## src/pli_pkg.sv

```systemverilog
// Types and constants shared by the interpolator modules
package pli_pkg;

    localparam int DATA_W      = 32;
    localparam int COUNT_W     = 5;
    localparam int SEG_INDEX_W = 4;
    localparam int CFG_INDEX_W = 4;

    localparam logic [CFG_INDEX_W-1:0] CFG_MIN_X         = CFG_INDEX_W'(0);
    localparam logic [CFG_INDEX_W-1:0] CFG_SEGMENT_COUNT = CFG_INDEX_W'(1);

    localparam logic MODE_EVAL  = 1'b0;
    localparam logic MODE_WRITE = 1'b1;

    typedef enum logic [1:0] {
        ST_OK    = 2'd0,
        ST_BELOW = 2'd1,
        ST_ABOVE = 2'd2,
        ST_SAT   = 2'd3
    } status_t;

    typedef enum logic [2:0] {
        S_IDLE,
        S_START,
        S_SEARCH,
        S_ROUND,
        S_FINISH
    } ctrl_state_t;

    typedef struct packed {
        logic signed [DATA_W-1:0] bound;
        logic signed [DATA_W-1:0] slope;
        logic signed [DATA_W-1:0] icpt;
    } seg_t;

    typedef struct packed {
        logic    load_x;
        logic    write_seg;
        logic    capture;
        logic    round;
        logic    load_out;
        logic    out_arith;
        status_t code;
    } dp_cmd_t;

    typedef struct packed {
        logic below;
        logic hit;
    } dp_stat_t;

endpackage

```

## src/pli_datapath.sv

```systemverilog
// Datapath: segment memory, compare, multiply, round, saturate, output word
module pli_datapath #(
    parameter int MAX_SEGMENTS = 16,
    parameter int FRAC_BITS = 16,
    parameter int AW = $clog2(MAX_SEGMENTS)
) (
    input  logic                                   clk,
    input  pli_pkg::dp_cmd_t                       cmd,
    output pli_pkg::dp_stat_t                      stat,
    input  logic [AW-1:0]                          rd_addr,
    input  logic signed [pli_pkg::DATA_W-1:0]      min_x,
    input  logic signed [pli_pkg::DATA_W-1:0]      x_value,
    input  logic [pli_pkg::SEG_INDEX_W-1:0]        segment_index,
    input  logic signed [pli_pkg::DATA_W-1:0]      bound_x,
    input  logic signed [pli_pkg::DATA_W-1:0]      slope,
    input  logic signed [pli_pkg::DATA_W-1:0]      intercept,
    output logic signed [pli_pkg::DATA_W-1:0]      y_value,
    output logic [1:0]                             status
);
    import pli_pkg::*;

    localparam logic signed [63:0] HALF = (64'sd1 <<< FRAC_BITS) >>> 1;
    localparam logic signed [DATA_W-1:0] Y_MAX = {1'b0, {(DATA_W-1){1'b1}}};
    localparam logic signed [DATA_W-1:0] Y_MIN = {1'b1, {(DATA_W-1){1'b0}}};

    seg_t                     seg_mem [MAX_SEGMENTS];
    seg_t                     rd_seg_reg;
    logic signed [DATA_W-1:0] x_reg;
    logic signed [63:0]       prod_reg, prod_next;
    logic signed [DATA_W-1:0] icpt_reg;
    logic signed [63:0]       rnd_reg, rnd_next;
    logic signed [DATA_W-1:0] y_reg, y_next;
    status_t                  status_reg, status_next;
    logic signed [64:0]       sum;
    logic                     sum_ovf;
    logic                     wr_ok;
    logic [AW-1:0]            wr_addr;

    assign wr_ok   = {{(32-SEG_INDEX_W){1'b0}}, segment_index} < 32'(MAX_SEGMENTS);
    assign wr_addr = AW'(segment_index);

    always_ff @(posedge clk)
    begin
        if (cmd.write_seg && wr_ok)
            seg_mem[wr_addr] <= '{bound: bound_x, slope: slope, icpt: intercept};
        rd_seg_reg <= seg_mem[rd_addr];
    end

    assign stat.below = x_reg < min_x;
    assign stat.hit   = x_reg <= rd_seg_reg.bound;

    assign prod_next = x_reg * rd_seg_reg.slope;
    assign rnd_next  = (prod_reg + HALF) >>> FRAC_BITS;

    assign sum     = {rnd_reg[63], rnd_reg} + {{(65-DATA_W){icpt_reg[DATA_W-1]}}, icpt_reg};
    assign sum_ovf = !((&sum[64:DATA_W-1]) || !(|sum[64:DATA_W-1]));

    always_comb
    begin
        if (!cmd.out_arith)
        begin
            y_next      = '0;
            status_next = cmd.code;
        end
        else if (sum_ovf)
        begin
            y_next      = sum[64] ? Y_MIN : Y_MAX;
            status_next = ST_SAT;
        end
        else
        begin
            y_next      = sum[DATA_W-1:0];
            status_next = ST_OK;
        end
    end

    always_ff @(posedge clk)
    begin
        if (cmd.load_x)
            x_reg <= x_value;
        if (cmd.capture)
        begin
            prod_reg <= prod_next;
            icpt_reg <= rd_seg_reg.icpt;
        end
        if (cmd.round)
            rnd_reg <= rnd_next;
        if (cmd.load_out)
        begin
            y_reg      <= y_next;
            status_reg <= status_next;
        end
    end

    assign y_value = y_reg;
    assign status  = status_reg;

endmodule

```

## config.mk

```make
export PLATFORM = sky130hd
export DESIGN_NAME = pli_datapath
export DESIGN_NICKNAME = d
export VERILOG_FILES = /design/src/pli_pkg.sv /design/src/pli_datapath.sv
export SDC_FILE = /design/constraint.sdc
export NUM_CORES = 2
export LEC_CHECK = 0
export ABC_CLOCK_PERIOD_IN_PS = 20400
export BUFFER_PORTS_ARGS = -buffer_cell sky130_fd_sc_hd__buf_2
export CORE_MARGIN = 8
export CORE_UTILIZATION = 30
export DETAILED_ROUTE_END_ITERATION = 8
export HOLD_SLACK_MARGIN = 0.15
export PLACE_DENSITY = 0.48
export SLEW_MARGIN = 20
export SYNTH_ARGS = -nofsm -noshare
export SYNTH_HDL_FRONTEND = slang
export SYNTH_SLANG_ARGS = --single-unit
```

## constraint.sdc

```tcl
create_clock -name clk -period 20.4 [get_ports clk]
set_clock_uncertainty 0.15 [all_clocks]
set_input_delay 3.06 -clock clk [delete_from_list [all_inputs] [get_ports clk]]
set_output_delay 3.06 -clock clk [all_outputs]
set_load 0.03 [all_outputs]
```

==> impl_results.rst <==
.. list-table::
   :header-rows: 1

   * - Metric
     - Value
   * - Status
     - finished clean
   * - Type of the tightest min-delay check
     - reg -> reg
   * - Count of instances resized after the clock tree is built
     - 0
   * - Die boundary height
     - ~600 um
   * - Post-detailed-placement cell area
     - about 110000 sq um
   * - Element type at the critical path start
     - flop
   * - Hold Worst Slack
     - about 250 ps
   * - Dominant cells by area after synthesis
     - sky130_fd_sc_hd__edfxtp_1 (49%), sky130_fd_sc_hd__fa_1 (20%), sky130_fd_sc_hd__mux4_2 (10%), sky130_fd_sc_hd__inv_1 (3.6%), sky130_fd_sc_hd__ha_1 (3.4%)
   * - Endpoints failing hold
     - 0
   * - Xor and xnor area share after synthesis
     - 0.0110
   * - Fraction of the cycle the final worst path needs
     - 0.440
   * - Initial DRC Count
     - 4105
   * - Arr. time, crit path
     - ~9400 ps
   * - FF/Latch Area
     - 53900 sq um
   * - # H-tree levels
     - 4
   * - Count of standard-cell rows
     - approximately 220
   * - Final ANT Viol Nets
     - 0
   * - Minimum clock period after layout
     - approximately 9000 ps
   * - Cell family with most CP delay
     - adder cells
   * - Total iterations of the first detailed-routing run
     - 7
   * - Floorplan die area
     - between 300000 and 400000 sq um
   * - Share of the synthesized area in compound gates (AO/OA/AOI/OAI)
     - 0.0278
   * - Fraction of post-synthesis cell area in the top cell type by area
     - 0.485
   * - DRC errors left
     - 0
   * - Setup violators final
     - 0
   * - I/O pins
     - 213
   * - Root buf cell
     - sky130_fd_sc_hd__clkbuf_16
   * - Cell accounting for the most synthesized area
     - sky130_fd_sc_hd__edfxtp_1
   * - Filler Cell Count
     - 34700
   * - Required time at the worst-slack endpoint
     - 20850 ps
   * - CP max stage delay
     - approximately 940 ps
   * - Vias in the first global route
     - approximately 65000
   * - Synth Net Count
     - around 8700
   * - Number of nets in the layout
     - approximately 8900
   * - Number of synthesized register bits
     - roughly 1800
   * - Number of synthesized flops with an enable pin
     - ~1700
   * - Setup repair after global routing missed its margin
     - false
   * - Number of antenna violations at the first check in global routing
     - 73
   * - Number of port buffers
     - 212
   * - Crit path cell chain
     - and2_1 -> fa_1 -> fa_1 -> inv_1 -> fa_1 -> fa_1 -> inv_1 -> fa_1 -> fa_1 -> fa_1 -> fa_1 -> ha_1 -> nand2_1 -> nor2_1 -> nand3_1 -> nor3_1 -> o21ai_0 -> a21oi_1 -> o2111ai_1 -> a21oi_1 -> nor2_1 -> a311oi_1
   * - Most common flop cell mapped by yosys
     - sky130_fd_sc_hd__edfxtp_1
   * - Routed WL
     - 300000 um
   * - Post-Syn Instances
     - 7180
   * - Routed via count
     - about 60000
   * - Total count of max-transition violations in the final report
     - 0
   * - Clk_lat worst skew
     - 880 ps
   * - Crit-path slowest cell
     - sky130_fd_sc_hd__dfxtp_2
   * - Multi-input gate area in the final layout
     - slightly below 50000 sq um
   * - Vias per cell
     - just under 5
   * - Final core utilization
     - 0.338
   * - Most numerous cell on the critical path
     - sky130_fd_sc_hd__fa_1
   * - Mux share of post-synthesis cell area
     - 0.101
   * - Worst setup path category
     - reg -> reg
   * - Synthesis Warnings
     - 0
   * - Average wire per standard cell
     - ~24 um
   * - Wire length of the first global-routing pass
     - around 440000 um
   * - Reg clk slew, reported paths
     - 60 ps
   * - Max FFs per register
     - 1536
   * - Design Area, Final
     - roughly 120000 sq um
   * - Clock tree from TritonCTS
     - yes
   * - Largest net degree at the start of global routing
     - between 100 and 150
   * - Simple-gate area share of the yosys netlist
     - 0.0718
   * - Number of hold buffers added after CTS
     - 0
   * - Final TNS setup
     - 0 ps
   * - Share of flip-flops with an asynchronous set or reset after synthesis
     - 0
   * - Crit. End Element
     - flop
   * - Fmax
     - around 110 MHz
   * - Count of different cell masters after synthesis
     - between 80 and 90
   * - Layout cell share with drive strength beyond 1
     - 0.153
   * - Overall fraction of global-route tracks in use
     - 0.158
   * - Floorplan die width
     - a little over 600 um
   * - Post-CTS setup buffer count
     - 0
   * - Commonest cells after routing, fill and taps aside
     - sky130_fd_sc_hd__edfxtp_1 (1731), sky130_fd_sc_hd__fa_1 (1082), sky130_fd_sc_hd__inv_1 (1026), sky130_fd_sc_hd__nand2_1 (609), sky130_fd_sc_hd__and2_1 (517)
   * - Most frequent standard cell in the layout excluding fill and tap cells
     - sky130_fd_sc_hd__edfxtp_1
   * - Mapped Avg Cell Area
     - about 15 sq um
   * - Dpl hpwl
     - between 150000 and 200000 um
   * - Slew at the pin closest to its max-slew limit
     - about 1200 ps
   * - Number of violations of the max-capacitance limit
     - 0
   * - Relative slew margins
     - 0.185
   * - Effective utilization at floorplan
     - 0.301
   * - Portion of the post-synthesis area used by sequential elements
     - 0.503
   * - Clk sinks
     - about 1800
   * - Synthesis-to-finish area growth
     - 12.3%
   * - Crit path max fanout
     - 32
   * - Cts bufs inserted
     - 198
   * - Maximum clock insertion buffer count
     - 4
   * - Count of buffer and inverter cells on the critical path
     - 2
   * - Post-synthesis adder-cell area fraction
     - 0.236
   * - Area of the core
     - around 360000 sq um
   * - Routability-driven placement congestion ratio
     - around 0.85
   * - Summed instance area of the synthesized netlist
     - ~110000 sq um
   * - Largest family of logic cells by synthesized area
     - adder cells
   * - Leftover overflow at the end of global routing
     - 0
[cells by family (layout without fill, tap and decap cells)]
logic type | count (synthesis) | after routing
buffers and inverters | 1384 | 1705
other | 0 | 19
XOR/XNOR | 134 | 134
multiplexers | 483 | 483
flip-flops | 1827 | 1827
AO/OA/AOI/OAI | 434 | 434
adder cells (fa/ha/maj) | 1374 | 1374
AND/OR/NAND/NOR | 1544 | 1544
[cells in the mapped netlist (15+ instances only)]
cell type                  number
sky130_fd_sc_hd__a21o_1        76
sky130_fd_sc_hd__a211oi_1      19
sky130_fd_sc_hd__xnor2_1       90
sky130_fd_sc_hd__edfxtp_1    1731
sky130_fd_sc_hd__nand4_1       48
sky130_fd_sc_hd__nand3_1       44
sky130_fd_sc_hd__buf_1         34
sky130_fd_sc_hd__nor2b_1       15
sky130_fd_sc_hd__nor3_1        31
sky130_fd_sc_hd__a21oi_1      112
sky130_fd_sc_hd__inv_1       1026
sky130_fd_sc_hd__mux4_2       480
sky130_fd_sc_hd__nand2b_1      17
sky130_fd_sc_hd__buf_2         28
sky130_fd_sc_hd__and2_1       517
sky130_fd_sc_hd__dfxtp_1       96
sky130_fd_sc_hd__xor2_1        44
sky130_fd_sc_hd__ha_1         292
sky130_fd_sc_hd__nor2_1       178
sky130_fd_sc_hd__o21ai_0       63
sky130_fd_sc_hd__a221o_1       32
sky130_fd_sc_hd__o21a_1        17
sky130_fd_sc_hd__and3_1        27
sky130_fd_sc_hd__fa_1        1082
sky130_fd_sc_hd__clkbuf_1     292
sky130_fd_sc_hd__nand2_1      609
[stage by stage]
stage          instances  setup slack (ps)
6_report           12300             11430
4_1_cts            12300             11390
2_1_floorplan       7180              9510
3_5_place_dp       11900             11470
3_3_place_gp       11900             11540
5_1_grt            12300             10970
[area by class of cell]
type,count,share of cell area
flip-flops and latches,1827,0.448
multi-input cells,3969,0.400
well taps,4751,0.0494
clock buffers,257,0.0451
inverters,1028,0.0321
repair buffers,320,0.0172
clock inverters,100,0.00750
diodes,19,0.000395
[worst paths after layout]
check | startpoint | endpoint | slack, ps | cells after the start
min | rd_seg_reg[24] | icpt_reg[24] | 250 | 0
max | rd_seg_reg[48] | prod_reg[57] | 11430 | 22
max reg2reg | rd_seg_reg[48] | prod_reg[57] | 11430 | 22
min reg2reg | rd_seg_reg[24] | icpt_reg[24] | 250 | 0
[metal layers]
metal / wire length, um / vias up / global-route usage / part of all wire
li1: - / 25200 / - / -
met1: 128000 / 32200 / 0.211 / 0.43
met2: 149000 / 1486 / 0.274 / 0.50
met3: 15200 / 441 / 0.0237 / 0.051
met4: 7480 / 24 / 0.0359 / 0.025
met5: 156 / - / 0 / 0.00052
Power is left out: the tool's default activity adds up to more than one toggle a clock period on the data nets, which glitch-free logic cannot reach.
