--- src/pli_pkg.sv ---
// Types and constants shared by the interpolator modules
package pli_pkg;

    localparam int DATA_W      = 32;
    localparam int COUNT_W     = 5;
    localparam int SEG_INDEX_W = 4;
    localparam int CFG_INDEX_W = 4;

    localparam logic [CFG_INDEX_W-1:0] CFG_MIN_X         = CFG_INDEX_W'(0);
    localparam logic [CFG_INDEX_W-1:0] CFG_SEGMENT_COUNT = CFG_INDEX_W'(1);

    localparam logic MODE_EVAL  = 1'b0;
    localparam logic MODE_WRITE = 1'b1;

    typedef enum logic [1:0] {
        ST_OK    = 2'd0,
        ST_BELOW = 2'd1,
        ST_ABOVE = 2'd2,
        ST_SAT   = 2'd3
    } status_t;

    typedef enum logic [2:0] {
        S_IDLE,
        S_START,
        S_SEARCH,
        S_ROUND,
        S_FINISH
    } ctrl_state_t;

    typedef struct packed {
        logic signed [DATA_W-1:0] bound;
        logic signed [DATA_W-1:0] slope;
        logic signed [DATA_W-1:0] icpt;
    } seg_t;

    typedef struct packed {
        logic    load_x;
        logic    write_seg;
        logic    capture;
        logic    round;
        logic    load_out;
        logic    out_arith;
        status_t code;
    } dp_cmd_t;

    typedef struct packed {
        logic below;
        logic hit;
    } dp_stat_t;

endpackage

--- src/pli_cfg_regs.sv ---
// Configuration registers: minimum x and clamped segment count
module pli_cfg_regs #(
    parameter int MAX_SEGMENTS = 16,
    parameter int CW = $clog2(MAX_SEGMENTS + 1)
) (
    input  logic                                 clk,
    input  logic                                 rst_n,
    input  logic                                 cfg_valid,
    input  logic                                 cfg_ready,
    input  logic [pli_pkg::CFG_INDEX_W-1:0]      cfg_index,
    input  logic [pli_pkg::DATA_W-1:0]           cfg_data,
    output logic signed [pli_pkg::DATA_W-1:0]    min_x,
    output logic [CW-1:0]                        seg_limit
);
    import pli_pkg::*;

    logic signed [DATA_W-1:0] min_x_reg, min_x_next;
    logic [COUNT_W-1:0]       seg_count_reg, seg_count_next;
    logic                     wr_en;

    assign wr_en = cfg_valid && cfg_ready;

    always_comb
    begin
        min_x_next     = min_x_reg;
        seg_count_next = seg_count_reg;
        if (wr_en)
        begin
            case (cfg_index)
                CFG_MIN_X:         min_x_next = $signed(cfg_data);
                CFG_SEGMENT_COUNT: seg_count_next = cfg_data[COUNT_W-1:0];
                default:           ;
            endcase
        end
    end

    always_ff @(posedge clk or negedge rst_n)
    begin
        if (!rst_n)
        begin
            min_x_reg     <= '0;
            seg_count_reg <= COUNT_W'(1);
        end
        else
        begin
            min_x_reg     <= min_x_next;
            seg_count_reg <= seg_count_next;
        end
    end

    assign min_x     = min_x_reg;
    assign seg_limit = ({{(32-COUNT_W){1'b0}}, seg_count_reg} > 32'(MAX_SEGMENTS))
                     ? CW'(MAX_SEGMENTS) : CW'(seg_count_reg);

endmodule

--- config.mk ---
export PLATFORM = sky130hd
export DESIGN_NAME = pli_cfg_regs
export DESIGN_NICKNAME = d
export VERILOG_FILES = /design/src/pli_pkg.sv /design/src/pli_cfg_regs.sv
export SDC_FILE = /design/constraint.sdc
export NUM_CORES = 1
export LEC_CHECK = 0
export ABC_AREA = 1
export ABC_CLOCK_PERIOD_IN_PS = 2000
export BUFFER_PORTS_ARGS = -buffer_cell sky130_fd_sc_hd__buf_2
export CAP_MARGIN = 20
export CORE_UTILIZATION = 50
export DETAILED_ROUTE_END_ITERATION = 8
export PLACE_DENSITY = 0.83
export SYNTH_ARGS = -nofsm -noshare
export SYNTH_HDL_FRONTEND = slang
export SYNTH_SLANG_ARGS = --single-unit
--- constraint.sdc ---
create_clock -name clk -period 2 [get_ports clk]
set_input_delay 0.3 -clock clk [delete_from_list [all_inputs] [get_ports clk]]
set_output_delay 0.3 -clock clk [all_outputs]
set_load 0.01 [all_outputs]
==> qor.csv, run 1 <==
metric,value,unit
global-route usage over all layers,23.2,%
GR Overflow Total,0,
"Hold Vio Cnt, Final",0,
mux cell area share after synthesis,0,%
layout cell share with drive strength beyond 1,37.5,%
"most common cell after layout, fill and taps aside",buf_2,
Crit. Startpoint,seg_count_reg[0]$_DFFE_PN1P_,
Clock Latency Late Sink,0.33,ns
num rows,20,
clock slew at reported path FFs,0.11,ns
drt total wl,3720,µm
Hold Path Class,in2async,
post-synthesis simple-gate area fraction,34.5,%
antenna fix cells,0,
DR WL/cell,12.6,µm
DRC viols,0,
area grow syn2layout,24.1,%
worst flop-to-flop path startpoint,seg_count_reg[0]$_DFFE_PN1P_,
M3 GR Usage,6.71,%
sw power,587,µW
GP Congestion,0.749,
largest family of logic cells by synthesized area,simple AND/OR/NAND/NOR gates,
run status,"finished, final reports clean",
"Largest stage delay, worst path",0.55,ns
Max Clk Rate,0.647,GHz
Nets,290,
First DRT Iteration DRCs,54,
worst reg2reg setup slack,1.29,ns
via count,1537,
DP HPWL,2610,µm
CP Cell Sequence,nor2_1 > nand3_1 > a21boi_0 > buf_2,
"area leader, netlist",dfrtp_1,
worst-path fanout max,3,
number of global-route vias before repair,1362,
slowest CP cell,dfstp_2,
hold_buf cts,0,
"Setup Fix Bufs, Post-CTS",0,
sequential fraction of the synthesis area,55.1,%
CTS-repair resized insts,0,
die height,60.0,µm
final setup fails,0,
post-synthesis net count,219,
Slew headroom,48.3,%
proportion of netlist area held by the largest area contributor,53.5,%
Lkg Pwr,1.21,nW
first-pass GRT wire length,6070,µm
number of vias per cell,5.21,
initial core utilization,53.8,%
Post-DRT Antenna Nets,0,
Final period util,77.3,%
GR peak layer,met2,
TritonCTS clock tree,done,
worst slew pin tran,0.776,ns
Adder-Cell Fraction of Synth Area,0,%
crit path capture type,primary output,
"Distinct cells, synth",20,
area occupied by registers,927,µm²
part of the power in registers,49.2,%
max_cap viols,0,
"Min Clock Period, post-route",1.55,ns
sum of negative setup slack,0,ns
post-synthesis register bit count,37,
Die W,60.0,µm
Post-Synthesis Cells,179,
WP data arrival,1.25,ns
largest net degree at the start of global routing,38,
design area,2090,µm²
Die ar.,3600,µm²
CTS max path bufs,2,
synthesized cell area,1680,µm²
core area,3130,µm²
P per Cell Area,941,nW/µm²
Placed Area,2000,µm²
post-synthesis compound-gate area fraction,1.19,%
Sw Ratio,29.8,%
critical path type,reg2out,
Sink Count,37,
IO Port Bufs,76,
Pre-antenna DRT Iters,4,
clock skew,0,ns
Largest register FFs,32,
RSZ-0062 raised after global routing,false,
fillers,275,
startpoint types,flop,
syn_area_per_cell,9.41,µm²
Post-Synth XOR/XNOR Area,0,%
internal power,1.38,mW
"top cells by area, synth","dfrtp_1, nand2_1, nand4_1",
met1 usage,30.1,%
met2 usage,37.0,%
CTS Buf Count,5,
area of the multi-input gates,602,µm²
root buf cell,clkbuf_4,
antenna violations before repair,0,
H-tree depth,2,
Synth Warn #,0,
Pins Over Slew Limit,0,
most frequent cells in the layout,"buf_2, nand2_1, nand4_1",
Comb pwr share,23.4,%
"Data required, critical path",1.70,ns
Max VDD drop,0.452,mV
share of power burned in the clock network,27.4,%
I/O pins,77,
final timing paths:
check,endpoint,cells past startpoint
setup reg to reg,seg_count_reg[0]$_DFFE_PN1P_,2
max in group asynchronous,seg_count_reg[1]$_DFFE_PN0P_,1
min in group clk,min_x[10]$_DFFE_PN0P_,3
setup / recovery,seg_limit[0],4
hold / removal,min_x[26]$_DFFE_PN0P_,1
hold reg to reg,seg_count_reg[0]$_DFFE_PN1P_,2
synth_stat cells, drive strengths merged:
cell type and count:
nand3 3, dfstp 1, clkbuf 1, inv 4, dfrtp 36, buf 14
a21oi 1, a21boi 2, nand2 75, nor2 5, nand4 37
layer usage:
metal  part of all wire (%)  wire (µm)
met5                      0          0
met4                    1.6         59
met3                    5.5        206
met2                     49       1830
met1                     44       1620
power by group through the flow:
stage                     combinational [mW]  clock, mW  sequential [mW]
after CTS                              0.467      0.552            0.968
after global routing                   0.517      0.585            0.985
final                                  0.460      0.540            0.968
after floorplan                        0.197          0             1.03
after global placement                 0.451          0            0.983
after detailed placement               0.467          0            0.979
through the flow:
stage | cells | setup slack, ns | hold WS, ns | utilization, % | power [mW]
after floorplan | 179 | 0.864 | 0.00441 | - | 1.23
after global placement | 287 | 0.525 | 0.426 | 64.0 | 1.43
after detailed placement | 287 | 0.490 | 0.426 | 64.0 | 1.45
after CTS | 295 | 0.437 | 0.0484 | 66.8 | 1.99
after global routing | 295 | 0.351 | 0.0667 | 66.8 | 2.09
final | 295 | 0.454 | 0.0315 | 66.8 | 1.97
critical path, delay by kind of cell (launching register included):
family                 cells  cell delay [ns]
buffers and inverters      1             0.14
flip-flops                 1             0.55
AND/OR/NAND/NOR            2             0.13
AO/OA/AOI/OAI              1             0.09
cells by family after synthesis:
kind of cell | count (synthesis)
buffers and inverters | 19
AO/OA/AOI/OAI | 3
flip-flops | 37
AND/OR/NAND/NOR | 120
cell type report:
class / count / area share (%)
clock inverters: 2 / 1.80
flip-flops and latches: 37 / 44.3
repair buffers: 79 / 19.3
well taps: 44 / 2.63
inverters: 4 / 0.718
multi-input cells: 123 / 28.8
clock buffers: 6 / 2.45
(Power assumes the default switching activity.)
==> run 2: changes to the inputs <==
--- a/config.mk
+++ b/config.mk
@@ -6,12 +6,12 @@
 export NUM_CORES = 1
 export LEC_CHECK = 0
 export ABC_AREA = 1
-export ABC_CLOCK_PERIOD_IN_PS = 2000
+export ABC_CLOCK_PERIOD_IN_PS = 1300
 export BUFFER_PORTS_ARGS = -buffer_cell sky130_fd_sc_hd__buf_2
 export CAP_MARGIN = 20
-export CORE_UTILIZATION = 50
+export CORE_UTILIZATION = 42
 export DETAILED_ROUTE_END_ITERATION = 8
-export PLACE_DENSITY = 0.83
+export PLACE_DENSITY = 0.74
 export SYNTH_ARGS = -nofsm -noshare
 export SYNTH_HDL_FRONTEND = slang
 export SYNTH_SLANG_ARGS = --single-unit
==> constraint.sdc (replaced) <==
create_clock -name clk -period 1.3 [get_ports clk]
set_input_delay 0.195 -clock clk [delete_from_list [all_inputs] [get_ports clk]]
set_output_delay 0.195 -clock clk [all_outputs]
set_load 0.01 [all_outputs]
==> qor.csv, run 2 (synthesis gave the netlist of run 1 again) <==
metric,value,unit
H-tree depth,2,
die height,65.3,µm
Max VDD drop,0.668,mV
IO Port Bufs,76,
family with the most delay on the worst path,flip-flops,
startpoint types,flop,
root buf cell,clkbuf_8,
number of vias per cell,4.94,
sw power,916,µW
hold slack,0.151,ns
CP Cell Sequence,nor2_1 > nand3_1 > a21boi_1 > buf_2,
First DRT Iteration DRCs,117,
Post-DRT Antenna Nets,0,
antenna fix cells,0,
DRC viols,0,
Clock Latency Late Sink,0.28,ns
I/O pins,77,
placed cells,295,
"Data required, critical path",1.11,ns
failing checks,setup timing,
run status,"complete, but fails checks",
CTS max path bufs,2,
internal power,2.11,mW
Pre-antenna DRT Iters,4,
worst setup margin,-0.0813,ns
DP HPWL,2860,µm
Die ar.,4270,µm²
slowest CP cell,dfstp_2,
clock slew at reported path FFs,0.07,ns
Largest register FFs,32,
crit path capture type,primary output,
most frequent cells in the layout,"buf_2, nand2_1, nand4_1",
fin cells,304,
"Min Clock Period, post-route",1.38,ns
Lkg Pwr,1.25,nW
clock skew,0,ns
WL met1,1800,µm
first-pass GRT wire length,6480,µm
WP data arrival,1.19,ns
share of power burned in the clock network,26.2,%
Sink Count,37,
Max Clk Rate,0.724,GHz
P per Cell Area,1410,nW/µm²
worst slew pin tran,0.355,ns
Met2 Wirelength,1910,µm
design area,2150,µm²
GP Congestion,0.872,
Die W,65.3,µm
max_cap viols,0,
largest net degree at the start of global routing,33,
via count,1503,
Pins Over Slew Limit,0,
number of global-route vias before repair,1401,
RSZ-0062 raised after global routing,true,
CTS Buf Count,5,
DR WL/cell,13.2,µm
Final Power,3.03,mW
initial core utilization,45.0,%
Hold Path Class,in2reg,
global-route usage over all layers,20.3,%
layout cell share with drive strength beyond 1,37.9,%
Placed Area,2050,µm²
"Largest stage delay, worst path",0.54,ns
"most common cell after layout, fill and taps aside",buf_2,
area grow syn2layout,27.9,%
Crit path buffers/inverters,1,
antenna violations before repair,0,
num rows,22,
critical path type,reg2out,
final setup fails,3,
drt total wl,4010,µm
Nets,296,
Top Layer Used,met4,
"Hold Vio Cnt, Final",0,
Sw Ratio,30.3,%
Final period util,106,%
Comb pwr share,24.6,%
part of the power in registers,49.2,%
met3 wire len,215,µm
worst-path fanout max,3,
core area,3740,µm²
GR Overflow Total,0,
Slew headroom,76.3,%
TritonCTS clock tree,done,
## run 2: changes by cell type in the layout (fill, tap and decap cells not counted), sizes merged
cell | previous run | this run
clkinvlp | 1 | 0
dlygate4sd3 | 0 | 1
clkbuf | 6 | 7
buf | 79 | 84
bufinv | 1 | 0
## run 2: per-layer routing
metal  up-vias  GRT usage [%]
met3         8           4.51
met1       684           24.7
met5         -              0
met2        54           34.5
met4         0           8.70
li1        757              -
## run 2: path summary, 6_finish.rpt
path,startpoint,end,slack (ns),cells past startpoint
min in group asynchronous,rst_n,seg_count_reg[1]$_DFFE_PN0P_,0.35,2
hold reg to reg,min_x[19]$_DFFE_PN0P_,min_x[19]$_DFFE_PN0P_,0.48,2
hold / removal,cfg_data[0],seg_count_reg[0]$_DFFE_PN1P_,0.15,3
max in group asynchronous,rst_n,min_x[20]$_DFFE_PN0P_,0.52,3
setup / recovery,seg_count_reg[0]$_DFFE_PN1P_,seg_limit[1],-0.08,4
setup reg to reg,seg_count_reg[1]$_DFFE_PN0P_,seg_count_reg[1]$_DFFE_PN0P_,0.57,3
## run 2: worst reg2reg max path: cells and delay by family (launching register included)
family / cells / cell delay (ns)
DFF: 1 / 0.38
and+or+nand+nor: 2 / 0.11
buffers and inverters: 1 / 0.14
## run 2: power groups by stage
stage | registers [mW] | clock network, mW | logic (mW)
floorplan | 1.59 | 0 | 0.302
global placement | 1.50 | 0 | 0.716
detailed placement | 1.51 | 0 | 0.741
CTS | 1.49 | 0.809 | 0.756
global route | 1.51 | 0.849 | 0.829
finish | 1.49 | 0.793 | 0.745
## run 2: area by class of cell
| class | count | area, µm² |
|---|---|---|
| timing repair buffer | 85 | 463 |
| fill | 363 | 1590 |
| sequential | 37 | 927 |
| multi-input combinational | 123 | 602 |
| inverter | 4 | 15.0 |
| clock buffer | 7 | 86.3 |
| tap | 48 | 60.1 |
## run 2: what timing repair did
| item | CTS | global route |
|---|---|---|
| setup endpoints to repair | 3 | 3 |
| hold buffers | 1 | 0 |
| hold endpoints to repair | 11 | 0 |
| gates resized for setup | 1 | 1 |
| buffers inserted | 1 | 0 |
| pin swaps | 2 | 1 |
## run 2: metrics by stage
stage | setup WS [ns] | setup TNS [ns] | util [%]
after floorplan | 0.269 | 0 | -
after global placement | 0.158 | 0 | 54.7
after detailed placement | 0.136 | 0 | 54.7
after CTS | -0.0926 | -0.263 | 57.5
after global routing | -0.121 | -0.337 | 57.5
final | -0.0813 | -0.220 | 57.5
