<file path="config.mk">
export PLATFORM = sky130hd
export DESIGN_NAME = pli_ctrl
export DESIGN_NICKNAME = d
export VERILOG_FILES = /design/src/pli_pkg.sv /design/src/pli_ctrl.sv
export SDC_FILE = /design/constraint.sdc
export NUM_CORES = 1
export LEC_CHECK = 0
export BUFFER_PORTS_ARGS = -buffer_cell sky130_fd_sc_hd__buf_2
export CORE_MARGIN = 5
export CORE_UTILIZATION = 40
export CTS_CLUSTER_DIAMETER = 150
export CTS_CLUSTER_SIZE = 40
export DETAILED_ROUTE_END_ITERATION = 7
export GPL_TIMING_DRIVEN = 0
export PLACE_DENSITY = 0.62
export SLEW_MARGIN = 5
export SYNTH_ARGS = -nofsm -noshare
export SYNTH_HDL_FRONTEND = slang
export SYNTH_SLANG_ARGS = --single-unit
</file>
<file path="constraint.sdc">
create_clock -name clk -period 2.06 [get_ports clk]
set_input_delay 0 -clock clk [delete_from_list [all_inputs] [get_ports clk]]
set_output_delay 0 -clock clk [all_outputs]
set_load 0.03 [all_outputs]
</file>
<file path="src/pli_pkg.sv">
// Types and constants shared by the interpolator modules
package pli_pkg;

    localparam int DATA_W      = 32;
    localparam int COUNT_W     = 5;
    localparam int SEG_INDEX_W = 4;
    localparam int CFG_INDEX_W = 4;

    localparam logic [CFG_INDEX_W-1:0] CFG_MIN_X         = CFG_INDEX_W'(0);
    localparam logic [CFG_INDEX_W-1:0] CFG_SEGMENT_COUNT = CFG_INDEX_W'(1);

    localparam logic MODE_EVAL  = 1'b0;
    localparam logic MODE_WRITE = 1'b1;

    typedef enum logic [1:0] {
        ST_OK    = 2'd0,
        ST_BELOW = 2'd1,
        ST_ABOVE = 2'd2,
        ST_SAT   = 2'd3
    } status_t;

    typedef enum logic [2:0] {
        S_IDLE,
        S_START,
        S_SEARCH,
        S_ROUND,
        S_FINISH
    } ctrl_state_t;

    typedef struct packed {
        logic signed [DATA_W-1:0] bound;
        logic signed [DATA_W-1:0] slope;
        logic signed [DATA_W-1:0] icpt;
    } seg_t;

    typedef struct packed {
        logic    load_x;
        logic    write_seg;
        logic    capture;
        logic    round;
        logic    load_out;
        logic    out_arith;
        status_t code;
    } dp_cmd_t;

    typedef struct packed {
        logic below;
        logic hit;
    } dp_stat_t;

endpackage

</file>
<file path="src/pli_ctrl.sv">
// Controller state machine: segment search sequencing and output handshake
module pli_ctrl #(
    parameter int MAX_SEGMENTS = 16,
    parameter int AW = $clog2(MAX_SEGMENTS),
    parameter int CW = $clog2(MAX_SEGMENTS + 1)
) (
    input  logic               clk,
    input  logic               rst_n,
    input  logic               in_valid,
    output logic               in_stall,
    input  logic               mode,
    output logic               out_valid,
    input  logic               out_stall,
    input  logic [CW-1:0]      seg_limit,
    input  pli_pkg::dp_stat_t  stat,
    output pli_pkg::dp_cmd_t   cmd,
    output logic [AW-1:0]      rd_addr
);
    import pli_pkg::*;

    ctrl_state_t   state_reg, state_next;
    logic [AW-1:0] idx_reg, idx_next;
    status_t       code_reg, code_next;
    logic          arith_reg, arith_next;
    logic          out_valid_reg, out_valid_next;

    always_comb
    begin
        state_next = state_reg;
        idx_next   = idx_reg;
        code_next  = code_reg;
        arith_next = arith_reg;
        cmd        = '0;
        cmd.code   = ST_OK;
        rd_addr    = idx_reg;
        in_stall   = 1'b1;

        case (state_reg)
            S_IDLE:
            begin
                in_stall = 1'b0;
                if (in_valid)
                begin
                    if (mode == MODE_WRITE)
                        cmd.write_seg = 1'b1;
                    else
                    begin
                        cmd.load_x = 1'b1;
                        state_next = S_START;
                    end
                end
            end
            S_START:
            begin
                idx_next = '0;
                rd_addr  = '0;
                if (stat.below)
                begin
                    code_next  = ST_BELOW;
                    arith_next = 1'b0;
                    state_next = S_FINISH;
                end
                else if (seg_limit == '0)
                begin
                    code_next  = ST_ABOVE;
                    arith_next = 1'b0;
                    state_next = S_FINISH;
                end
                else
                    state_next = S_SEARCH;
            end
            S_SEARCH:
            begin
                cmd.capture = 1'b1;
                if (stat.hit)
                    state_next = S_ROUND;
                else if (CW'(idx_reg) + CW'(1) == seg_limit)
                begin
                    code_next  = ST_ABOVE;
                    arith_next = 1'b0;
                    state_next = S_FINISH;
                end
                else
                begin
                    idx_next = idx_reg + AW'(1);
                    rd_addr  = idx_reg + AW'(1);
                end
            end
            S_ROUND:
            begin
                cmd.round  = 1'b1;
                code_next  = ST_OK;
                arith_next = 1'b1;
                state_next = S_FINISH;
            end
            S_FINISH:
            begin
                if (!out_valid_reg || !out_stall)
                begin
                    cmd.load_out  = 1'b1;
                    cmd.out_arith = arith_reg;
                    cmd.code      = code_reg;
                    state_next    = S_IDLE;
                end
            end
            default:
                state_next = S_IDLE;
        endcase

        if (cmd.load_out)
            out_valid_next = 1'b1;
        else if (out_valid_reg && !out_stall)
            out_valid_next = 1'b0;
        else
            out_valid_next = out_valid_reg;
    end

    always_ff @(posedge clk or negedge rst_n)
    begin
        if (!rst_n)
        begin
            state_reg     <= S_IDLE;
            idx_reg       <= '0;
            code_reg      <= ST_OK;
            arith_reg     <= 1'b0;
            out_valid_reg <= 1'b0;
        end
        else
        begin
            state_reg     <= state_next;
            idx_reg       <= idx_next;
            code_reg      <= code_next;
            arith_reg     <= arith_next;
            out_valid_reg <= out_valid_next;
        end
    end

    assign out_valid = out_valid_reg;

endmodule

</file>
==> impl_metrics.env, run 1 <==
export IMPL_cts_clk_slew_worst_paths_ps=80
export IMPL_ys_types=36
export IMPL_antenna_left=0
export IMPL_routed_wl_um=2204
export IMPL_start_kind="flip-flop"
export IMPL_htree_levels=1
export IMPL_area_delta_synth_final_pct=34.80
export IMPL_ys_ff_latch=11
export IMPL_p_int_uw=697.6
export IMPL_end_kind="output port"
export IMPL_status="finished, violations left"
export IMPL_syn_avg_cell_area_um2=8.151
export IMPL_clock_sinks=11
export IMPL_setup_viol=2
export IMPL_placed_cell_area_um2=993.5
export IMPL_initial_core_util_pct=41.96
export IMPL_gp_congestion=0.8182
export IMPL_routed_via_density=5.259
export IMPL_routed_top_layer="met4"
export IMPL_maxSlewHeadroom_pct=63.49
export IMPL_required_ps=2060
export IMPL_largest_reg_flops=4
export IMPL_grt_max_degree=12
export IMPL_cap_violations=0
export IMPL_worst_r2r_setup_slack_ps=300
export IMPL_hp_class="input port to flip-flop"
export IMPL_dieHeight_um=55.37
export IMPL_slew_viol_final=0
export IMPL_power_leakage_nw=0.5164
export IMPL_rsz0062_at_grt="true"
export IMPL_power_frac_comb_pct=63.1
export IMPL_seq_power_share_pct=25.8
export IMPL_grt_pass1_vias=840
export IMPL_diodes=0
export IMPL_ff2ff_path_depth=6
export IMPL_grt_pass1_wl_um=3815
export IMPL_p_sw_uw=678.5
export IMPL_min_period_over_period_pct=101.1
export IMPL_hold_end="state_reg[0]"
export IMPL_first_pass_iters=4
export IMPL_hp_start="in_valid"
export IMPL_r2r_start="idx_reg[0]"
export IMPL_finalHoldViolCount=0
export IMPL_syn_area_um2=823.3
export IMPL_dp_hpwl_um=1595
export IMPL_tightest_slew_ps=547.7
export IMPL_post_route_cell_area_mm2=0.001110
export IMPL_synth_seq_area_share_pct=33.43
export IMPL_worstPathArrival_ps=2080
export IMPL_drc=0
export IMPL_holdPathStages=3
export IMPL_grtUsageTotal_pct=15.16
export IMPL_grt_overflow=0
export IMPL_ys_warn_count=0
export IMPL_power_mw=1.376
export IMPL_fin_ws_ps=-22.19
export IMPL_cp_max_fo=3
export IMPL_worstSetupPathType="flip-flop to output port"
export IMPL_cts_buffers=3
export IMPL_insertion_delay_ps=270
export IMPL_wl_met2_um=1061
export IMPL_worstReg2RegEnd="idx_reg[0]"
export IMPL_fmax_mhz=480.3
export IMPL_skew_ps=5.501
export IMPL_irDropWorstVdd_mv=0.7785
export IMPL_cts_root_buf="clkbuf_4"
export IMPL_cts_buffer_depth=2
export IMPL_failed_checks="negative setup slack"
export IMPL_core_region_area_mm2=0.001962
export IMPL_first_iter_violations=26
export IMPL_wl_met3_um=132
export IMPL_clkPwrFrac_pct=11.0
export IMPL_numPortBuffers=24
export IMPL_drive_gt1_share_pct=34.81
export IMPL_antenna_found_initial=0
export IMPL_fin_crit_ps=2082
export IMPL_swShare_pct=49.31
export IMPL_syn_num_nets=114
export IMPL_netlist_instances=101
export IMPL_die_w_um=55.37
export IMPL_rows=16
export IMPL_ioPinCount=26
export IMPL_detailroute_via_count=852
export IMPL_wl_met1_um=992
export IMPL_drt_wirelength_per_cell_um=13.60
export IMPL_nets=149
export IMPL_die_area_mm2=0.003065
export IMPL_powerDensity_mw_per_mm2=1240
export IMPL_cts_tree="built"
-- through the flow --
step | utilization [%] | std cells | TNS, ps | setup slack (ps) | hold slack (ps)
after detailed placement | 50.64 | 152 | 0 | 20.54 | -105.2
after floorplan | - | 101 | 0 | 4.400 | -295.6
final | 56.57 | 162 | -30.04 | -22.19 | 47.97
after global routing | 56.57 | 162 | -357.7 | -121.7 | 87.69
after global placement | 50.64 | 152 | 0 | 26.09 | -116.6
after CTS | 55.93 | 161 | -97.93 | -52.53 | 45.44
-- cell usage after synthesis --
library cell	count	area, µm²
nor2b_1	4	25.02
ha_1	1	12.51
a22oi_1	2	15.01
buf_2	1	5.000
nor4b_4	1	23.77
a21oi_1	10	50.05
xnor2_1	3	26.28
dfrtp_1	11	275.3
inv_1	5	18.77
o221ai_1	1	8.760
nor3_1	5	25.02
or4_1	1	7.510
a211oi_2	1	12.51
nand2b_1	3	18.77
a221o_1	1	10.01
nand2_1	6	22.52
o21ai_0	5	25.02
o41ai_1	1	8.760
or2_2	1	6.260
xor2_1	2	17.52
or2_1	1	6.260
buf_6	1	11.26
o211ai_1	1	7.510
nor3b_1	1	7.510
a21bo_2	1	10.01
buf_4	2	15.01
and3_1	1	6.260
and3_2	1	7.510
and2_1	3	18.77
nand3b_1	1	7.510
o22ai_1	2	12.51
and4_1	1	8.760
clkbuf_1	3	11.26
nor2_1	12	45.04
a31o_2	1	8.760
a31oi_1	4	25.02
-- worst max-delay path by stage --
stage,depth (start not counted),to,from
after floorplan,6,idx_reg[3],idx_reg[0]
after global placement,8,rd_addr[0],idx_reg[0]
after detailed placement,8,rd_addr[0],idx_reg[0]
after CTS,7,rd_addr[3],idx_reg[0]
after global routing,7,rd_addr[3],idx_reg[0]
final,7,rd_addr[3],idx_reg[0]
-- layer usage --
layer	vias up	GRT usage [%]
met2	32	25.00
met5	-	0
li1	429	-
met1	387	19.26
met4	0	4.861
met3	4	3.730
-- final cells by class --
class / instances / area, µm²
clock buffers: 4 / 26.28
fillers: 204 / 852.1
well taps: 27 / 33.78
multi-input cells: 78 / 523.0
plain buffers: 7 / 42.54
flip-flops and latches: 11 / 276.5
repair buffers: 30 / 188.9
inverters: 5 / 18.77
-- power by group through the flow --
stage                     sequential (mW)  combinational [mW]  clock [mW]
final                               0.356               0.869       0.152
after global routing                0.369               0.953       0.166
after CTS                           0.354               0.862       0.155
after detailed placement            0.359               0.793           0
after global placement              0.358               0.783           0
after floorplan                     0.359               0.602           0
-- kinds of logic (layout without fill, tap and decap cells) --
logic type               count (synthesis)  in the layout  synth area share (%)
AO/OA/AOI/OAI                           30             30                 23.56
XOR/XNOR                                 5              5                 5.320
buffers and inverters                   12             46                 7.446
flip-flops                              11             11                 33.43
AND/OR/NAND/NOR                         42             42                 28.73
adder cells (fa/ha/maj)                  1              1                 1.520
-- layout by cell type, fill, tap and decap left out, types with 3 or more instances in the layout --
| cell | n |
|---|---|
| buf_2 | 22 |
| nor2_1 | 12 |
| dfrtp_1 | 10 |
| a21oi_1 | 9 |
| nand2_1 | 6 |
| buf_4 | 6 |
| inv_1 | 5 |
| o21ai_0 | 5 |
| clkbuf_1 | 4 |
| buf_6 | 4 |
| nor2b_1 | 4 |
| nor3_1 | 4 |
| nand2b_1 | 3 |
| a31oi_1 | 3 |
| xnor2_1 | 3 |
| and2_1 | 3 |
| clkbuf_4 | 3 |
-- worst max-delay path, stage by stage (launching register included) --
cell,delay (ps)
dfrtp_2,430
ha_4,240
xor2_1,140
a211oi_2,150
o211ai_1,180
or2_1,280
a31oi_2,230
buf_6,160
-- timing repair --
item / in CTS / in global routing
endpoints found under the hold margin: 12 / 0
pin swaps: 6 / 8
gates resized for setup: 10 / 1
endpoints found under the setup margin: 4 / 4
hold buffers: 2 / 0
buffers inserted: 3 / 1
No activity file was read; power rests on OpenSTA's default activity.
==> inputs of run 2 (changes only) <==
Settings changed: CORE_MARGIN 5 to not set.
==> run 2 against run 1 <==
  * Highest routed layer unchanged
  * Register-to-register slack worse by 70 ps
  * Hold slack improved by 8.0 ps
  * Clock skew is 3.2 ps higher
  * First-iteration DRC count decreased by 62%
  * Non-clock buffer count down 1
  * Critical endpoint is now rd_addr[0]
  * The run still ends with negative setup slack left
  * Combinational power up 0.7%
  * Utilization increased by 1.3 points
  * Global-route usage grew 5.6 points
  * Via count grew 2.9%
  * Sequential cell count is the same
==> impl_metrics.env, run 2 (synthesis results as in run 1) <==
export IMPL_status="finished, violations left"
export IMPL_failed_checks="negative setup slack"
export IMPL_fillCellCount=191
export IMPL_pre_cts_slack_ps=32.86
export IMPL_antenna_left=0
export IMPL_area_sequential_um2=275.3
export IMPL_layout_commonest_cell="buf_2"
export IMPL_skew_ps=8.732
export IMPL_drive_gt1_share_pct=35.07
export IMPL_first_pass_iters=4
export IMPL_grtUsageTotal_pct=20.79
export IMPL_grt_overflow=0
export IMPL_finalSetupTns_ps=-150.2
export IMPL_multi_input_area_um2=545.5
export IMPL_cts_tree="built"
export IMPL_slew_viol_final=0
export IMPL_cts_buffers=3
export IMPL_dp_hpwl_um=1498
export IMPL_grt_pass1_wl_um=3194
export IMPL_cts_clk_slew_worst_paths_ps=80
export IMPL_post_route_cell_area_mm2=0.001124
export IMPL_die_w_um=47.37
export IMPL_routed_via_density=5.447
export IMPL_routed_wl_um=2063
export IMPL_gp_congestion=0.7784
export IMPL_tightest_slew_ps=521.8
export IMPL_worstSetupPathType="flip-flop to output port"
export IMPL_first_iter_violations=10
export IMPL_fin_crit_ps=2106
export IMPL_clock_sinks=11
export IMPL_worstPathArrival_ps=2110
export IMPL_core_region_area_mm2=0.001942
export IMPL_drt_wirelength_per_cell_um=12.81
export IMPL_nets=148
export IMPL_maxSlewHeadroom_pct=65.21
export IMPL_fin_ws_ps=-46.42
export IMPL_placed_cell_area_um2=993.5
export IMPL_cts_buffer_depth=2
export IMPL_layout_common_cells="buf_2 (22), nor2_1 (12), dfrtp_1 (11)"
export IMPL_diodes=0
export IMPL_rows=16
export IMPL_fmax_mhz=474.7
export IMPL_rsz0062_at_grt="true"
export IMPL_antenna_found_initial=0
export IMPL_cp_max_fo=5
export IMPL_ioPinCount=26
export IMPL_numPortBuffers=24
export IMPL_insertion_delay_ps=280
export IMPL_area_delta_synth_final_pct=36.47
export IMPL_dieHeight_um=47.37
export IMPL_setup_viol=4
export IMPL_detailroute_via_count=877
export IMPL_powerDensity_mw_per_mm2=1235
export IMPL_largest_reg_flops=4
export IMPL_htree_levels=1
export IMPL_grt_pass1_vias=746
export IMPL_initial_core_util_pct=42.40
export IMPL_min_period_over_period_pct=102.3
export IMPL_finalHoldViolCount=0
export IMPL_grt_max_degree=12
export IMPL_required_ps=2060
export IMPL_end_kind="output port"
export IMPL_start_kind="flip-flop"
export IMPL_cap_violations=0
export IMPL_drc=0
export IMPL_irDropWorstVdd_mv=0.8917
export IMPL_hp_class="input port to flip-flop"
export IMPL_power_leakage_nw=0.5121
export IMPL_cts_root_buf="clkbuf_4"
export IMPL_whs_ps=55.96
export IMPL_die_area_mm2=0.002243
run 2: cell count changes in the layout (fill, tap and decap cells not counted):
cell and change:
a31oi_4 +1, dfrtp_1 +1, xor2_2 +1, buf_4 -2
xor2_1 -1, clkbuf_4 +1, a31oi_1 -1, dfrtp_2 -1
run 2: final timing paths:
kind | from | endpoint | slack (ps) | cells past startpoint
min in group asynchronous | rst_n | idx_reg[0] | 110 | 2
max in group asynchronous | rst_n | arith_reg | 1740 | 2
hold reg to reg | out_valid | out_valid | 520 | 2
setup / recovery | idx_reg[1] | rd_addr[0] | -50 | 8
setup reg to reg | idx_reg[1] | code_reg[0] | 230 | 6
hold / removal | stat[1] | state_reg[1] | 60 | 4
run 2: repair_timing:
item	4_1_cts	5_1_grt
endpoints found under the hold margin	12	0
pin swaps	7	2
hold buffers	2	0
setup endpoints to repair	4	4
resized for setup	8	6
setup buffers	2	0
gates cloned	0	1
run 2: metal layers:
| layer | GRT usage, % | vias up | wire length (µm) |
|---|---|---|---|
| met2 | 32.05 | 33 | 956 |
| li1 | - | 427 | - |
| met5 | 0 | - | 0 |
| met1 | 27.21 | 412 | 960 |
| met3 | 4.615 | 5 | 106 |
| met4 | 10.29 | 0 | 40 |
run 2: critical path, cell delays in order, from the launching register on:
cell and delay, ps:
dfrtp_1 420, ha_4 260, xor2_2 140, a211oi_2 180, o211ai_1 190, buf_6 180
nor4b_4 120, o22ai_2 190, buf_6 150
run 2: stage by stage:
| step | power, mW | util, % | cells |
|---|---|---|---|
| after floorplan | 0.9604 | - | 101 |
| after global placement | 1.139 | 51.16 | 152 |
| after detailed placement | 1.149 | 51.16 | 152 |
| after CTS | 1.363 | 55.86 | 160 |
| after global routing | 1.501 | 57.86 | 161 |
| final | 1.388 | 57.86 | 161 |
run 2: layout make-up:
type                       count  share of cell area (%)
multi-input combinational     78                   48.55
sequential                    11                   24.50
timing repair buffer          29                   16.15
buffer                         7                   3.786
tap                           27                   3.007
clock buffer                   4                   2.339
inverter                       5                   1.670
run 2: report_power, final:
part	leakage [nW]	internal (mW)	switching, mW
registers	0.143	0.289	0.0684
clock network	0.0150	0.0752	0.0797
logic	0.354	0.339	0.536
total	0.512	0.704	0.684
==> inputs of run 3 (changes only) <==
Settings changed: PLACE_DENSITY 0.62 to 0.65.
==> run 3 against run 2 <==
  * The flow still finishes with violations (negative setup slack)
  * Setup slack got worse by 20 ps
  * Sequential share of layout area fell by 0.58 points
  * Power rose by 1.6%
  * Clock power hardly changed
  * Register-to-register slack worse by 80 ps
  * Sequential power about the same
  * Via count grew 1.3%
  * Global-route usage is 1.2 points lower
  * Critical path type unchanged
==> impl_metrics.env, run 3 (synthesis results as in run 1) <==
export IMPL_cp_cell_sequence="ha_4 > a21bo_4 > a31oi_4 > o211ai_1 > or2_1 > a31oi_2 > buf_6"
export IMPL_dp_cells=152
export IMPL_nets=151
export IMPL_hp_start="in_valid"
export IMPL_largest_reg_flops=4
export IMPL_die_area_mm2=0.002243
export IMPL_drive_gt1_share_pct=37.23
export IMPL_hold_end="state_reg[0]"
export IMPL_cts_buffers=3
export IMPL_cpMaxStageDelayCell="dfrtp_2"
export IMPL_hp_class="input port to flip-flop"
export IMPL_insertion_delay_ps=270
export IMPL_antenna_left=0
export IMPL_multi_input_area_um2=548.0
export IMPL_crit_family="compound AO/OA/AOI/OAI gates"
export IMPL_ioPinCount=26
export IMPL_worstPathArrival_ps=2130
export IMPL_grt_overflow=0
export IMPL_layout_common_cells="buf_2 (21), nor2_1 (12), dfrtp_1 (10)"
export IMPL_worstReg2RegEnd="code_reg[0]"
export IMPL_cp_depth=7
export IMPL_end_kind="output port"
export IMPL_skew_ps=3.348
export IMPL_worst_r2r_setup_slack_ps=150
export IMPL_grtUsageTotal_pct=19.61
export IMPL_routed_wl_um=2179
export IMPL_cap_violations=0
export IMPL_holdPathStages=3
export IMPL_cp_max_fo=6
export IMPL_fin_cells=164
export IMPL_finalSetupTns_ps=-119.9
export IMPL_cts_tree="built"
export IMPL_cts_buffer_depth=2
export IMPL_area_sequential_um2=276.5
export IMPL_dieHeight_um=47.37
export IMPL_core_region_area_mm2=0.001942
export IMPL_grt_pass1_wl_um=3056
export IMPL_rows=16
export IMPL_first_iter_violations=10
export IMPL_diodes=0
export IMPL_start_kind="flip-flop"
export IMPL_worstSetupPathType="flip-flop to output port"
export IMPL_first_pass_iters=4
export IMPL_grt_pass1_vias=711
export IMPL_min_period_over_period_pct=103.2
export IMPL_fillCellCount=183
export IMPL_maxSlewHeadroom_pct=62.25
export IMPL_drc=0
export IMPL_fin_crit_ps=2126
export IMPL_numPortBuffers=24
export IMPL_htree_levels=1
export IMPL_irDropWorstVdd_mv=0.9037
export IMPL_status="finished, violations left"
export IMPL_antenna_found_initial=0
export IMPL_setup_viol=3
export IMPL_grt_max_degree=12
export IMPL_failed_checks="negative setup slack"
export IMPL_cts_clk_slew_worst_paths_ps=80
export IMPL_clock_sinks=11
export IMPL_finalHoldViolCount=0
export IMPL_area_delta_synth_final_pct=40.43
export IMPL_dp_hpwl_um=1495
export IMPL_cts_root_buf="clkbuf_4"
export IMPL_required_ps=2060
export IMPL_initial_core_util_pct=42.40
export IMPL_placed_cell_area_um2=993.5
export IMPL_detailroute_via_count=888
export IMPL_tightest_slew_ps=566.3
export IMPL_slew_viol_final=0
export IMPL_rsz0062_at_grt="true"
export IMPL_post_route_cell_area_mm2=0.001156
export IMPL_gp_congestion=0.7582
export IMPL_layout_commonest_cell="buf_2"
export IMPL_fin_ws_ps=-66.00
export IMPL_powerDensity_mw_per_mm2=1219
export IMPL_ff2ff_path_depth=7
export IMPL_routed_via_density=5.415
export IMPL_fmax_mhz=470.4
export IMPL_power_leakage_nw=0.5298
export IMPL_r2r_start="idx_reg[0]"
export IMPL_cp_buffers_inverters=1
export IMPL_critPathMaxStageDelay_ps=430
export IMPL_drt_wirelength_per_cell_um=13.29
export IMPL_die_w_um=47.37
==> run 3: worst max-delay path by stage <==
stage	startpoint	to	slack, ps
6_report	idx_reg[0]	rd_addr[3]	-70
3_5_place_dp	idx_reg[0]	rd_addr[0]	30
5_1_grt	idx_reg[0]	rd_addr[3]	-130
2_1_floorplan	idx_reg[0]	idx_reg[3]	4
4_1_cts	idx_reg[1]	rd_addr[3]	-40
3_3_place_gp	idx_reg[0]	rd_addr[0]	40
==> run 3: area by class of cell <==
cell class,count,share of cell area (%)
Buffer,7,3.680
Clock buffer,4,2.273
Inverter,5,1.623
Multi-Input combinational cell,78,47.40
Sequential cell,11,23.92
Tap cell,27,2.922
Timing Repair Buffer,32,18.18
==> run 3: power by group <==
part	switching (mW)	internal, mW
combinational	0.545	0.354
clock	0.0802	0.0751
sequential	0.0643	0.291
total	0.690	0.720
==> run 3: metal layers <==
| layer | GRT usage, % | up-vias | part of all wire [%] |
|---|---|---|---|
| met1 | 25.58 | 423 | 44 |
| met3 | 3.462 | 5 | 3.6 |
| met4 | 8.571 | 0 | 1.7 |
| met2 | 31.51 | 28 | 50 |
| met5 | 0 | - | 0 |
| li1 | - | 432 | - |
==> run 3: repair_timing <==
item / in CTS / in global routing
hold buffers: 2 / 0
endpoints found under the setup margin: 4 / 4
gates resized for setup: 9 / 9
endpoints found under the hold margin: 12 / 0
setup buffers: 5 / 1
pin swaps: 7 / 5
==> run 3: worst reg2reg max path: cells and delay by family, from the launching register on <==
kind,cells,cell delay [ps]
DFF,1,430
AOI/OAI and AO/OA,4,860
adders and majority gates,1,190
buffers and inverters,2,320
==> run 3: metrics by stage <==
stage | util, % | power [mW] | worst slack (ps) | hold WS [ps]
final | 59.54 | 1.410 | -66.00 | 48.42
after global routing | 59.54 | 1.517 | -131.0 | 62.35
after CTS | 57.09 | 1.382 | -42.71 | 47.50
after detailed placement | 51.16 | 1.152 | 32.87 | -112.5
after global placement | 51.16 | 1.134 | 41.81 | -117.3
after floorplan | - | 0.9604 | 4.400 | -295.6
